[src/hw/rtl/atcw_pkg.sv]
package atcw_pkg;

  // Field widths of the request and response beats.
  localparam int ACTION_W = 2;
  localparam int CHAR_W   = 8;
  localparam int POS_W    = 14;
  localparam int CELL_W   = 16;

  // Default geometry.
  localparam int COLUMNS_DEF       = 80;
  localparam int VISIBLE_LINES_DEF = 25;
  localparam int TAB_STOP_DEF      = 8;
  localparam int BUFFER_LINES_DEF  = 200;

  // Action codes.
  localparam logic [ACTION_W-1:0] ACT_PUT   = 2'd0;
  localparam logic [ACTION_W-1:0] ACT_READ  = 2'd1;
  localparam logic [ACTION_W-1:0] ACT_CLEAR = 2'd2;

  // Byte codes.
  localparam logic [CHAR_W-1:0] CH_TAB      = 8'h09;
  localparam logic [CHAR_W-1:0] CH_LF       = 8'h0A;
  localparam logic [CHAR_W-1:0] CH_CR       = 8'h0D;
  localparam logic [CHAR_W-1:0] CH_ESC      = 8'h1B;
  localparam logic [CHAR_W-1:0] CH_SPACE    = 8'h20;
  localparam logic [CHAR_W-1:0] CH_DEL_END  = 8'h80;
  localparam logic [CHAR_W-1:0] CH_ZERO     = 8'h30;
  localparam logic [CHAR_W-1:0] CH_NINE     = 8'h39;
  localparam logic [CHAR_W-1:0] CH_SEMI     = 8'h3B;
  localparam logic [CHAR_W-1:0] CH_QMARK    = 8'h3F;
  localparam logic [CHAR_W-1:0] CH_LBRACKET = 8'h5B;
  localparam logic [CHAR_W-1:0] CH_FINAL_M  = 8'h6D;

  // Attribute values and SGR operands.
  localparam logic [CHAR_W-1:0] ATTR_RESET = 8'h07;
  localparam logic [CHAR_W-1:0] ATTR_BOLD  = 8'h08;
  localparam logic [CHAR_W-1:0] ATTR_BLINK = 8'h80;
  localparam logic [CHAR_W-1:0] SGR_RESET  = 8'd0;
  localparam logic [CHAR_W-1:0] SGR_BOLD   = 8'd1;
  localparam logic [CHAR_W-1:0] SGR_BLINK  = 8'd5;
  localparam logic [CHAR_W-1:0] SGR_FG_LO  = 8'd30;
  localparam logic [CHAR_W-1:0] SGR_FG_HI  = 8'd37;
  localparam logic [CHAR_W-1:0] SGR_BG_LO  = 8'd40;
  localparam logic [CHAR_W-1:0] SGR_BG_HI  = 8'd47;
  localparam logic [CHAR_W-1:0] ACC_MAX    = 8'd255;

  localparam logic [CELL_W-1:0] BLANK_CELL = {ATTR_RESET, CH_SPACE};

  // Cursor movements requested from the position tracker.
  typedef enum logic [2:0] {
    MV_NONE,
    MV_STEP,
    MV_NEWLINE,
    MV_RETURN,
    MV_HOME
  } move_t;

  typedef struct packed {
    logic overflow;
    logic tab_hit;
  } cur_status_t;

  // ANSI color order is BGR, VGA is RGB: swap bits 0 and 2.
  function automatic logic [2:0] swap_red_blue(logic [2:0] v);
    return {v[0], v[1], v[2]};
  endfunction

  function automatic logic [CHAR_W-1:0] apply_operand(logic [CHAR_W-1:0] attr,
                                                      logic [CHAR_W-1:0] n);
    logic [CHAR_W-1:0] fg_ofs;
    logic [CHAR_W-1:0] bg_ofs;
    logic [CHAR_W-1:0] res;
    fg_ofs = n - SGR_FG_LO;
    bg_ofs = n - SGR_BG_LO;
    res    = attr;
    priority if (n == SGR_RESET) begin
      res = ATTR_RESET;
    end else if (n == SGR_BOLD) begin
      res = attr | ATTR_BOLD;
    end else if (n == SGR_BLINK) begin
      res = attr | ATTR_BLINK;
    end else if (n >= SGR_FG_LO && n <= SGR_FG_HI) begin
      res = {attr[7:3], swap_red_blue(fg_ofs[2:0])};
    end else if (n >= SGR_BG_LO && n <= SGR_BG_HI) begin
      res = {attr[7], swap_red_blue(bg_ofs[2:0]), attr[3:0]};
    end else begin
      // Any other operand leaves the attribute alone.
      res = attr;
    end
    return res;
  endfunction

  // acc * 10 + digit, saturating at the top of the byte.
  function automatic logic [CHAR_W-1:0] acc_digit(logic [CHAR_W-1:0] acc,
                                                  logic [CHAR_W-1:0] b);
    logic [11:0] wide;
    logic [CHAR_W-1:0] d;
    d    = b - CH_ZERO;
    wide = ({4'b0, acc} << 3) + ({4'b0, acc} << 1) + {4'b0, d};
    return (wide > {4'b0, ACC_MAX}) ? ACC_MAX : wide[CHAR_W-1:0];
  endfunction

  // Cursor movement caused by a byte outside an escape sequence.
  function automatic move_t plain_move(logic [CHAR_W-1:0] b);
    move_t m;
    priority if (b == CH_LF) begin
      m = MV_NEWLINE;
    end else if (b == CH_CR) begin
      m = MV_RETURN;
    end else if (b == CH_ESC) begin
      m = MV_NONE;
    end else begin
      m = MV_STEP;
    end
    return m;
  endfunction

endpackage

[src/hw/rtl/atcw_cursor.sv]
// Tracks the cursor as column, row and linear index, together with the tab
// phase of the row start and of the column, so that no division is needed.
module atcw_cursor #(
  parameter int COLUMNS       = atcw_pkg::COLUMNS_DEF,
  parameter int VISIBLE_LINES = atcw_pkg::VISIBLE_LINES_DEF,
  parameter int TAB_STOP      = atcw_pkg::TAB_STOP_DEF,
  parameter int BUFFER_LINES  = atcw_pkg::BUFFER_LINES_DEF,
  localparam int CELL_COUNT   = COLUMNS * BUFFER_LINES,
  localparam int AW           = $clog2(CELL_COUNT)
) (
  input  logic                  clk,
  input  logic                  rst,
  input  atcw_pkg::move_t       cmd,
  output atcw_pkg::cur_status_t status,
  output logic [AW-1:0]         cursor,
  output logic [AW-1:0]         cursor_next,
  output logic [AW-1:0]         view_next
);

  localparam int CLW = $clog2(COLUMNS);
  localparam int RW  = $clog2(BUFFER_LINES);
  localparam int TW  = (TAB_STOP > 1) ? $clog2(TAB_STOP) : 1;
  localparam int VW  = $clog2(BUFFER_LINES + VISIBLE_LINES + 1);

  localparam logic [CLW-1:0] LAST_COL   = CLW'(COLUMNS - 1);
  localparam logic [RW-1:0]  LAST_ROW   = RW'(BUFFER_LINES - 1);
  localparam logic [AW-1:0]  LINE_STEP  = AW'(COLUMNS);
  localparam logic [AW-1:0]  LAST_START = AW'((BUFFER_LINES - 1) * COLUMNS);
  localparam logic [AW-1:0]  VIEW_BACK  = AW'((VISIBLE_LINES - 1) * COLUMNS);
  localparam logic [TW-1:0]  LINE_PHASE = TW'(COLUMNS % TAB_STOP);
  localparam logic [TW-1:0]  LAST_PHASE = TW'(((BUFFER_LINES - 1) * COLUMNS) % TAB_STOP);
  localparam logic [TW-1:0]  LAST_TAB   = TW'(TAB_STOP - 1);
  localparam logic [TW:0]    TAB_WRAP   = (TW + 1)'(TAB_STOP);
  localparam logic [VW-1:0]  SHOWN      = VW'(VISIBLE_LINES);

  logic [CLW-1:0] col, col_next;
  logic [RW-1:0]  row, row_next;
  logic [AW-1:0]  rstart, rstart_next;
  logic [TW-1:0]  cphase, cphase_next;
  logic [TW-1:0]  rphase, rphase_next;
  logic [RW-1:0]  vrow, vrow_next;
  logic [AW-1:0]  first_shown;

  logic           line_adv;
  logic           last_row;
  logic [TW:0]    rphase_sum;
  logic [TW:0]    tab_sum;
  logic [TW-1:0]  cphase_inc;

  always_comb begin
    col_next    = col;
    row_next    = row;
    rstart_next = rstart;
    cphase_next = cphase;
    rphase_next = rphase;
    line_adv    = 1'b0;
    rphase_sum  = {1'b0, rphase} + {1'b0, LINE_PHASE};
    cphase_inc  = (cphase == LAST_TAB) ? '0 : cphase + 1'b1;
    last_row    = (row == LAST_ROW);

    unique case (cmd)
      atcw_pkg::MV_STEP: begin
        if (col == LAST_COL) begin
          line_adv = 1'b1;
        end else begin
          col_next    = col + 1'b1;
          cphase_next = cphase_inc;
        end
      end
      atcw_pkg::MV_NEWLINE: begin
        line_adv = 1'b1;
      end
      atcw_pkg::MV_RETURN: begin
        col_next    = '0;
        cphase_next = '0;
      end
      atcw_pkg::MV_HOME: begin
        col_next    = '0;
        row_next    = '0;
        rstart_next = '0;
        cphase_next = '0;
        rphase_next = '0;
      end
      default: begin
      end
    endcase

    // Running past the last line lands at the start of the last line; the
    // buffer contents are moved up by the caller.
    if (line_adv) begin
      col_next    = '0;
      cphase_next = '0;
      if (last_row) begin
        row_next    = LAST_ROW;
        rstart_next = LAST_START;
        rphase_next = LAST_PHASE;
      end else begin
        row_next    = row + 1'b1;
        rstart_next = rstart + LINE_STEP;
        rphase_next = (rphase_sum >= TAB_WRAP) ? TW'(rphase_sum - TAB_WRAP)
                                               : TW'(rphase_sum);
      end
    end

    cursor_next = rstart_next + AW'(col_next);

    tab_sum         = {1'b0, rphase_next} + {1'b0, cphase_next};
    status.overflow = line_adv && last_row;
    status.tab_hit  = (tab_sum == '0) || (tab_sum == TAB_WRAP);

    // The view scrolls so that the cursor line becomes its bottom line.
    vrow_next = vrow;
    view_next = first_shown;
    if (cmd == atcw_pkg::MV_HOME) begin
      vrow_next = '0;
      view_next = '0;
    end else if (VW'(row_next) >= VW'(vrow) + SHOWN) begin
      vrow_next = RW'(VW'(row_next) + 1'b1 - SHOWN);
      view_next = rstart_next - VIEW_BACK;
    end
  end

  always_ff @(posedge clk) begin
    if (rst) begin
      col         <= '0;
      row         <= '0;
      rstart      <= '0;
      cphase      <= '0;
      rphase      <= '0;
      vrow        <= '0;
      first_shown <= '0;
      cursor      <= '0;
    end else begin
      col         <= col_next;
      row         <= row_next;
      rstart      <= rstart_next;
      cphase      <= cphase_next;
      rphase      <= rphase_next;
      vrow        <= vrow_next;
      first_shown <= view_next;
      cursor      <= cursor_next;
    end
  end

endmodule

[config.mk]
export PLATFORM = sky130hd
export DESIGN_NAME = atcw_cursor
export DESIGN_NICKNAME = d
export VERILOG_FILES = /design/src/hw/rtl/atcw_pkg.sv /design/src/hw/rtl/atcw_cursor.sv
export SDC_FILE = /design/constraint.sdc
export NUM_CORES = 1
export LEC_CHECK = 0
export ABC_CLOCK_PERIOD_IN_PS = 5600
export BUFFER_PORTS_ARGS = -buffer_cell sky130_fd_sc_hd__buf_2
export CAP_MARGIN = 20
export CORE_ASPECT_RATIO = 1.2
export CORE_MARGIN = 2
export CORE_UTILIZATION = 59
export DETAILED_ROUTE_END_ITERATION = 16
export PLACE_DENSITY = 0.9
export SYNTH_ARGS = -nofsm -noshare
export SYNTH_HDL_FRONTEND = slang
export SYNTH_SLANG_ARGS = --single-unit
[constraint.sdc]
create_clock -name clk -period 5.6 [get_ports clk]
set_input_delay 0.56 -clock clk [delete_from_list [all_inputs] [get_ports clk]]
set_output_delay 0.56 -clock clk [all_outputs]
set_load 0.01 [all_outputs]
# Yosys cells after proc, flatten, opt, wreduce, memory -nomap -nowiden
# Index checks and enable logic that the tools add are counted.
# classes
addsub,11
multipliers,0
n_div,0
n_lt_le_gt_ge,2
n_eq_ne,8
shift,0
n_mux,21
bitwise,0
reduce_logical,5
# ops
cell,n
$mux W14,5
$mux W8,3
$mux W3,7
$add A8 B1 Y8 const B,2
$add A14 B7 Y14,1
$add A14 B7 Y14 const B,1
$mux W7,2
$pmux W7 S2,1
$sub A14 B11 Y14 const B,1
$add A8 B5 Y8 const B,1
$eq A8 B8 Y1 const B,1
$ge A8 B8 Y1,1
$sub A8 B5 Y8 const B,1
$add A7 B1 Y7 const B,1
$eq A7 B7 Y1 const B,1
$eq A3 B2 Y1 const B,2
$eq A3 B3 Y1 const B,2
$pmux W3 S2,1
$add A3 B3 Y4,1
$eq A4 B4 Y1 const B,1
$ge A3 B4 Y1 const B,1
$logic_not A4 Y1,1
$reduce_or A2 Y1,2
$add A3 B1 Y3 const B,1
6 further kinds,6
# word_totals
regBits,71
latchBits,0
ram_bits,0
mem_bits_ro,0
in_bits,5
out_inout_bits,44
elab_cells,55
mem_count,0

# Logic depth before layout (Yosys ltp)
# Gate-level depths: netlist of run 1.
# logic_depth
ltp_word,8
mapped_depth,18
ltp_nobuf,17

# Worst setup path after synthesis of run 1
# OpenSTA, ideal clock, no wires.
# synth_timing
path_type,register to output
start,register col[0]
end,output port cursor_next[12]
arrival_ps,3658
t_required_ps,5040
setup_slack_ps,1382
stages_incl_launch_ff,19
path_buffers,1
path_cell_list,dfxtp_1 > ha_1 > and3_1 > a31oi_1 > clkbuf_1 > nor3_1 > nor2_1 > nand2_1 > inv_1 > ha_1 > inv_1 > fa_1 > nor2b_1 > o21ai_0 > a21boi_0 > o311a_1 > o2111ai_4 > nor3_4 > xnor2_1
# synth_between
elab_chain_len,5
word_cells_on_any_way,9
classes_between,add/sub (2); eq/ne (1); mux (6)
# synth_rtl
item,line,text
from (decl),atcw_cursor.sv:36,"logic [CLW-1:0] col, col_next;"
from (signal assigned),atcw_cursor.sv:134,col <= col_next;
$eq A7 B7 Y1,atcw_cursor.sv:63,if (col == LAST_COL) begin
$mux W1,atcw_cursor.sv:63,
$pmux W1 S2,atcw_cursor.sv:61,unique case (cmd)
$mux W14,atcw_cursor.sv:90,if (line_adv) begin
via rstart_next[0],atcw_cursor.sv:38,"logic [AW-1:0] rstart, rstart_next;"
$add A14 B7 Y14,atcw_cursor.sv:105,cursor_next = rstart_next + AW'(col_next);
to (decl),atcw_cursor.sv:16,"output logic [AW-1:0] cursor_next,"
# The timed path passes the listed nets, and every way through them passes these cells.

# Worst setup path in the final report of run 1
# layout_timing
start,register col[0]
end,output port view_next[4]
# layout_between
elab_chain_len,7
word_cells_on_any_way,9
classes_between,add/sub (1); order compare (1); eq/ne (1); mux (6)
# layout_rtl
item,line,text
$eq A7 B7 Y1,atcw_cursor.sv:63,
$mux W1,atcw_cursor.sv:63,
$pmux W1 S2,atcw_cursor.sv:61,
$mux W8,atcw_cursor.sv:90,
via row_next[7],atcw_cursor.sv:37,"logic [RW-1:0] row, row_next;"
$ge A8 B8 Y1,atcw_cursor.sv:117,end else if (VW'(row_next) >= VW'(vrow) + SHOWN) begin
$mux W14,atcw_cursor.sv:117,
$mux W14,atcw_cursor.sv:114,if (cmd == atcw_pkg::MV_HOME) begin
to (decl),atcw_cursor.sv:17,output logic [AW-1:0] view_next
# The timed path passes the listed nets, and every way through them passes these cells.

==> results of run 1 <==
[final timing paths]
kind / startpoint / end
setup reg to reg: col[0]$_SDFF_PP0_ / cursor[12]$_SDFF_PP0_
hold reg to reg: rphase[2]$_SDFF_PP0_ / rphase[2]$_SDFF_PP0_
setup / recovery: col[0]$_SDFF_PP0_ / view_next[4]
hold / removal: rphase[2]$_SDFF_PP0_ / rphase[2]$_SDFF_PP0_
[cell usage after synthesis, types with 4 or more instances]
cell,count,area [sq um]
o21ai_0,18,90.1
or3_1,4,25.0
clkbuf_1,18,67.6
nor3b_1,4,30.0
nor2b_1,36,225
nor2_1,69,259
inv_1,20,75.1
and3_1,5,31.3
a211oi_1,9,67.6
a21oi_1,19,95.1
xnor2_1,19,166
or2_2,6,37.5
and2_1,4,25.0
xor2_1,4,35.0
nand2_1,33,124
o31ai_1,7,52.6
dfxtp_1,71,1420
nand2b_1,6,37.5
ha_1,24,300
mux2i_1,13,130
nor3_1,7,35.0
nand4_1,4,25.0
a31oi_1,8,50.1
nand3_1,17,85.1
[worst max-delay path: cells and delay by family, from the launching register on]
kind	cells	cell delay (ps)
multiplexers	2	550
flip-flops	1	370
AO/OA/AOI/OAI	3	840
AND/OR/NAND/NOR	5	1300
buffers and inverters	3	480
adder cells (fa/ha/maj)	2	480
[flip-flops by register name, indices dropped and copies added, names as in the netlist]
signal and count:
col 7, cphase 3, cursor 14, first_shown 14
row 8, rphase 3, rstart 14, vrow 8
[what timing repair did]
action                                  4_1_cts  5_1_grt
hold buffers                                  0        0
endpoints found under the setup margin        0        1
gates resized for setup                       0        1
buffers inserted                              0        0
[routing by layer]
metal / share of wire (%) / global-route usage (%)
met1: 42 / 32.6
met2: 51 / 45.8
met3: 5.6 / 7.20
met4: 2.2 / 11.7
met5: 0 / 0
[cell type report]
cell class	instances	area [sq um]	share of cell area, %
clock buffer	10	128	2.77
clock inverter	6	67.6	1.47
inverter	20	75.1	1.63
multi-input combinational	376	2530	54.9
sequential	71	1420	30.9
tap	87	109	2.36
timing repair buffer	53	278	6.03
[report_power, final]
group | switching (mW) | internal (mW)
clock network | 0.203 | 0.208
logic | 0.0434 | 0.0189
registers | 0.00253 | 0.508
total | 0.249 | 0.735
[cells by family after synthesis]
logic type	after synthesis	share of synthesized area (%)
AO/OA/AOI/OAI	102	18.3
XOR/XNOR	23	4.90
adder cells (fa/ha/maj)	26	8.28
buffers and inverters	42	4.08
flip-flops	71	34.6
multiplexers	15	3.71
AND/OR/NAND/NOR	210	26.2
==> reports/results.txt, run 1 <==
Worst Path Required - 5040 ps
most frequent CP cell - ha_1
Critical Path Source Type - register
nets - 562
first-pass GRT wire length - 16200 microns
cells after synthesis - 489
Final Core Density - 68.0%
placed cell count - 607
overall power - 0.983 mW
Final Hold Fails - 0
max_cap viols - 0
Synthesized Nets - 520
synthesized flop and latch total - 71
min Tclk post-route - 4950 ps
post-synthesis cell area - 4110 sq um
WP data arrival - 4390 ps
cts bufs inserted - 9
RSZ-0062 raised after global routing - false
aggregate global-route resource usage - 27.2%
Leakage - 1.98 nW
die width - 80.2 microns
Slew headroom - 35.0%
commonest non-fill, non-tap cell in the layout - dfxtp_1
Cell variety after synth - 66
remaining global-route overflow - 0
Worst VDD drop - 0.173 mV
syn avg cell area - 8.41 sq um
FP Rows - 33
setup violators final - 0
number of enable flip-flop cells after synthesis - 0
HPWL after DPL - 7580 microns
most frequent cells in the layout - dfxtp_1 (71), nor2_1 (69), buf_2 (48), nor2b_1 (36), nand2_1 (33)
max frequency - 202 MHz
status - completed
layout cells sized above 1 - 16.8%
largest stage delay on the critical path - 600 ps
crit path cell chain - ha_1 > and3_1 > a31o_2 > nand2_1 > or4_1 > mux2_2 > inv_1 > ha_1 > o21ai_0 > nand2b_1 > o41a_1 > buf_4 > mux2i_1 > nor2_1 > buf_2
Pins Over Slew Limit - 0
Initial DRT Pass Iterations - 5
post-route clock period utilization - 88.4%
clock-pin slew on the worst setup and hold paths - 80 ps
Most used DFF post-synth - dfxtp_1
I/O pin total - 49
Vias/cell - 5.99
gpl congestion - 0.919
Area growth, synth to finish - 12.1%
ANT nets after route - 0
initial core utilization - 60.7%
Clock Skew - 12.3 ps
drt drc - 0
smallest hold slack - 484 ps
Ant. Diodes - 0
core area - 6770 sq um
Final Instance Count excl. Fillers - 623
worst hold path depth - 2
post-route cell area - 4610 sq um
Setup crit end kind - output pin
flop-to-flop setup slack - 1440 ps
initial antenna violation count - 0
routed wire length - 10000 microns
H-tree levels - 3
Seq/Total Area, Yosys - 34.6%
Setup CP Type - register to output pin
root buffer cell - clkbuf_8
largest net degree at the start of global routing - 56
# port buffers - 48
Tightest Pin Transition - 975 ps
Clk Latency, worst-skew pair - 350 ps
YS warnings - 0
die area - 7650 sq um
Hold Path Class - register to register
total number of vias - 3733
initial drt markers - 237
sum of negative setup slack - 0 ps
Max FO, Critical Path - 12
Die Y - 95.4 microns
fin worst setup slack - 652 ps
CTS Sinks - 71
placed inst area - 4400 sq um
Avg WL per Cell - 16.1 microns
slowest stage cell, crit path - or4_1
Max Buffers Root-to-Sink - 2
R2R depth - 18
pwr dens - 213 nW/um^2
dpl ws - 704 ps
vias in the first global route - 3474
# fillers - 548
CTS tree - built
Async S/R FF share, synth - 0%
(Power assumes the default switching activity.)
==> run 2, diff against run 1 <==
- GPL_TIMING_DRIVEN: not set -> 0
==> run 2 against run 1 <==
Compared with the run above: sequential power barely moved; via count rose by 3.5%; total power rose by 5.3%; register-to-register slack got worse by 380 ps; first-iteration DRC count fell by 17%; clock skew fell by 1.9 ps; die area did not move; routed wire length rose by 4.7%; design area rose by 1.7%; critical path depth rose by 4; critical path type unchanged; critical endpoint is now cursor_next[12].
==> reports/results.txt, run 2 (synthesized netlist as in run 1, its figures left out) <==
post-route clock period utilization - 95.1%
Area growth, synth to finish - 13.9%
gpl congestion - 0.904
drt drc - 0
total number of vias - 3864
status - completed
Largest regs - cursor x14, first_shown x14, rstart x14
fin worst setup slack - 272 ps
setup violators final - 0
Tightest Pin Transition - 872 ps
Clk Latency, worst-skew pair - 360 ps
H-tree levels - 3
# fillers - 513
nets - 577
HPWL after DPL - 7600 microns
core area - 6770 sq um
initial drt markers - 197
area of the multi-input gates - 2530 sq um
clock-pin slew on the worst setup and hold paths - 70 ps
Final Core Density - 69.1%
sum of negative setup slack - 0 ps
Clock Skew - 10.4 ps
vias in the first global route - 3641
I/O pin total - 49
dpl ws - 340 ps
remaining global-route overflow - 0
Die Y - 95.4 microns
FP Rows - 33
first-pass GRT wire length - 16700 microns
GRT Max-Usage Layer - met2
# port buffers - 46
Worst VDD drop - 0.197 mV
Max Buffers Root-to-Sink - 2
Ant. Diodes - 0
CTS tree - built
Setup CP Type - register to output pin
Reg area - 1420 sq um
smallest hold slack - 474 ps
Critical Path Source Type - register
max frequency - 188 MHz
min Tclk post-route - 5330 ps
Slew headroom - 41.3%
Vias/cell - 6.07
Max FO, Critical Path - 10
met1 GRT Util - 33.1%
met3 Use GR - 5.87%
RSZ-0062 raised after global routing - false
most frequent cells in the layout - dfxtp_1 (71), nor2_1 (68), buf_2 (48), nor2b_1 (36), nand2_1 (33)
Hold Path Class - register to register
layout cells sized above 1 - 16.4%
largest net degree at the start of global routing - 13
max_cap viols - 0
CTS Sinks - 71
post-CTS setup buffers - 0
Initial DRT Pass Iterations - 6
Avg WL per Cell - 16.5 microns
commonest non-fill, non-tap cell in the layout - dfxtp_1
Final Hold Fails - 0
initial core utilization - 60.7%
root buffer cell - clkbuf_8
die width - 80.2 microns
routed wire length - 10500 microns
die area - 7650 sq um
cts bufs inserted - 9
Leakage - 2.01 nW
pwr dens - 221 nW/um^2
aggregate global-route resource usage - 28.2%
met2 usage - 48.6%
ANT nets after route - 0
initial antenna violation count - 0
Pins Over Slew Limit - 0
Setup crit end kind - output pin
WP data arrival - 4770 ps
Worst Path Required - 5040 ps
[run 2: changes by cell type in the layout (fill, tap and decap cells not counted), sizes merged]
cell,change
clkbuf,+18
buf,-3
clkinv,+2
clkinvlp,-2
inv,-2
bufinv,+1
[run 2: path summary, 6_finish.rpt]
kind                              from                     to  slack (ps)  cells past startpoint
setup / recovery     col[0]$_SDFF_PP0_        cursor_next[12]         270                     19
setup reg to reg     col[0]$_SDFF_PP0_  cursor[12]$_SDFF_PP0_        1060                     18
hold reg to reg   rstart[0]$_SDFF_PP0_   rstart[0]$_SDFF_PP0_         470                      2
hold / removal    rstart[0]$_SDFF_PP0_   rstart[0]$_SDFF_PP0_         470                      2
[run 2: what timing repair did]
action | CTS | global route
setup endpoints to repair | 0 | 8
resized for setup | 0 | 8
hold buffers | 0 | 0
[run 2: final cells by class]
class	instances	area share, %
multi-input cells	376	54.0
plain buffers	22	2.06
inverters	20	1.60
clock buffers	10	2.94
flip-flops and latches	71	30.4
clock inverters	5	1.76
repair buffers	46	4.92
well taps	87	2.32
[run 2: report_power, final]
group          total, mW  switching, mW  internal (mW)
logic             0.0670         0.0470         0.0200
registers          0.510        0.00257          0.508
clock network      0.458          0.197          0.261
[run 2: metal layers]
layer / share of wire (%) / routed length (microns)
met3: 7.0 / 735
met2: 49 / 5180
met5: 0 / 0
met1: 40 / 4230
met4: 3.2 / 334
[run 2: per-stage QoR]
step           instance area [sq um]  power (mW)  instances
5_1_grt                         4680        1.06        637
2_1_floorplan                   4110       0.566        489
3_5_place_dp                    4450       0.586        622
4_1_cts                         4670        1.04        637
6_report                        4680        1.04        637
3_3_place_gp                    4450       0.584        622
[run 2: worst max-delay path: stages (launching register included)]
cell and delay [ps]:
dfxtp_1 340, ha_1 250, and3_1 240, a31oi_1 280, clkbuf_2 290, nor3_1 120, nor2_2 320, nand2_1 150
inv_1 80, ha_1 160, inv_1 50, fa_1 400, nor2b_1 130, o21ai_0 100, a21boi_0 400, o311a_1 360
o2111ai_4 170, nor3_4 260, xnor2_1 160, buf_2 160
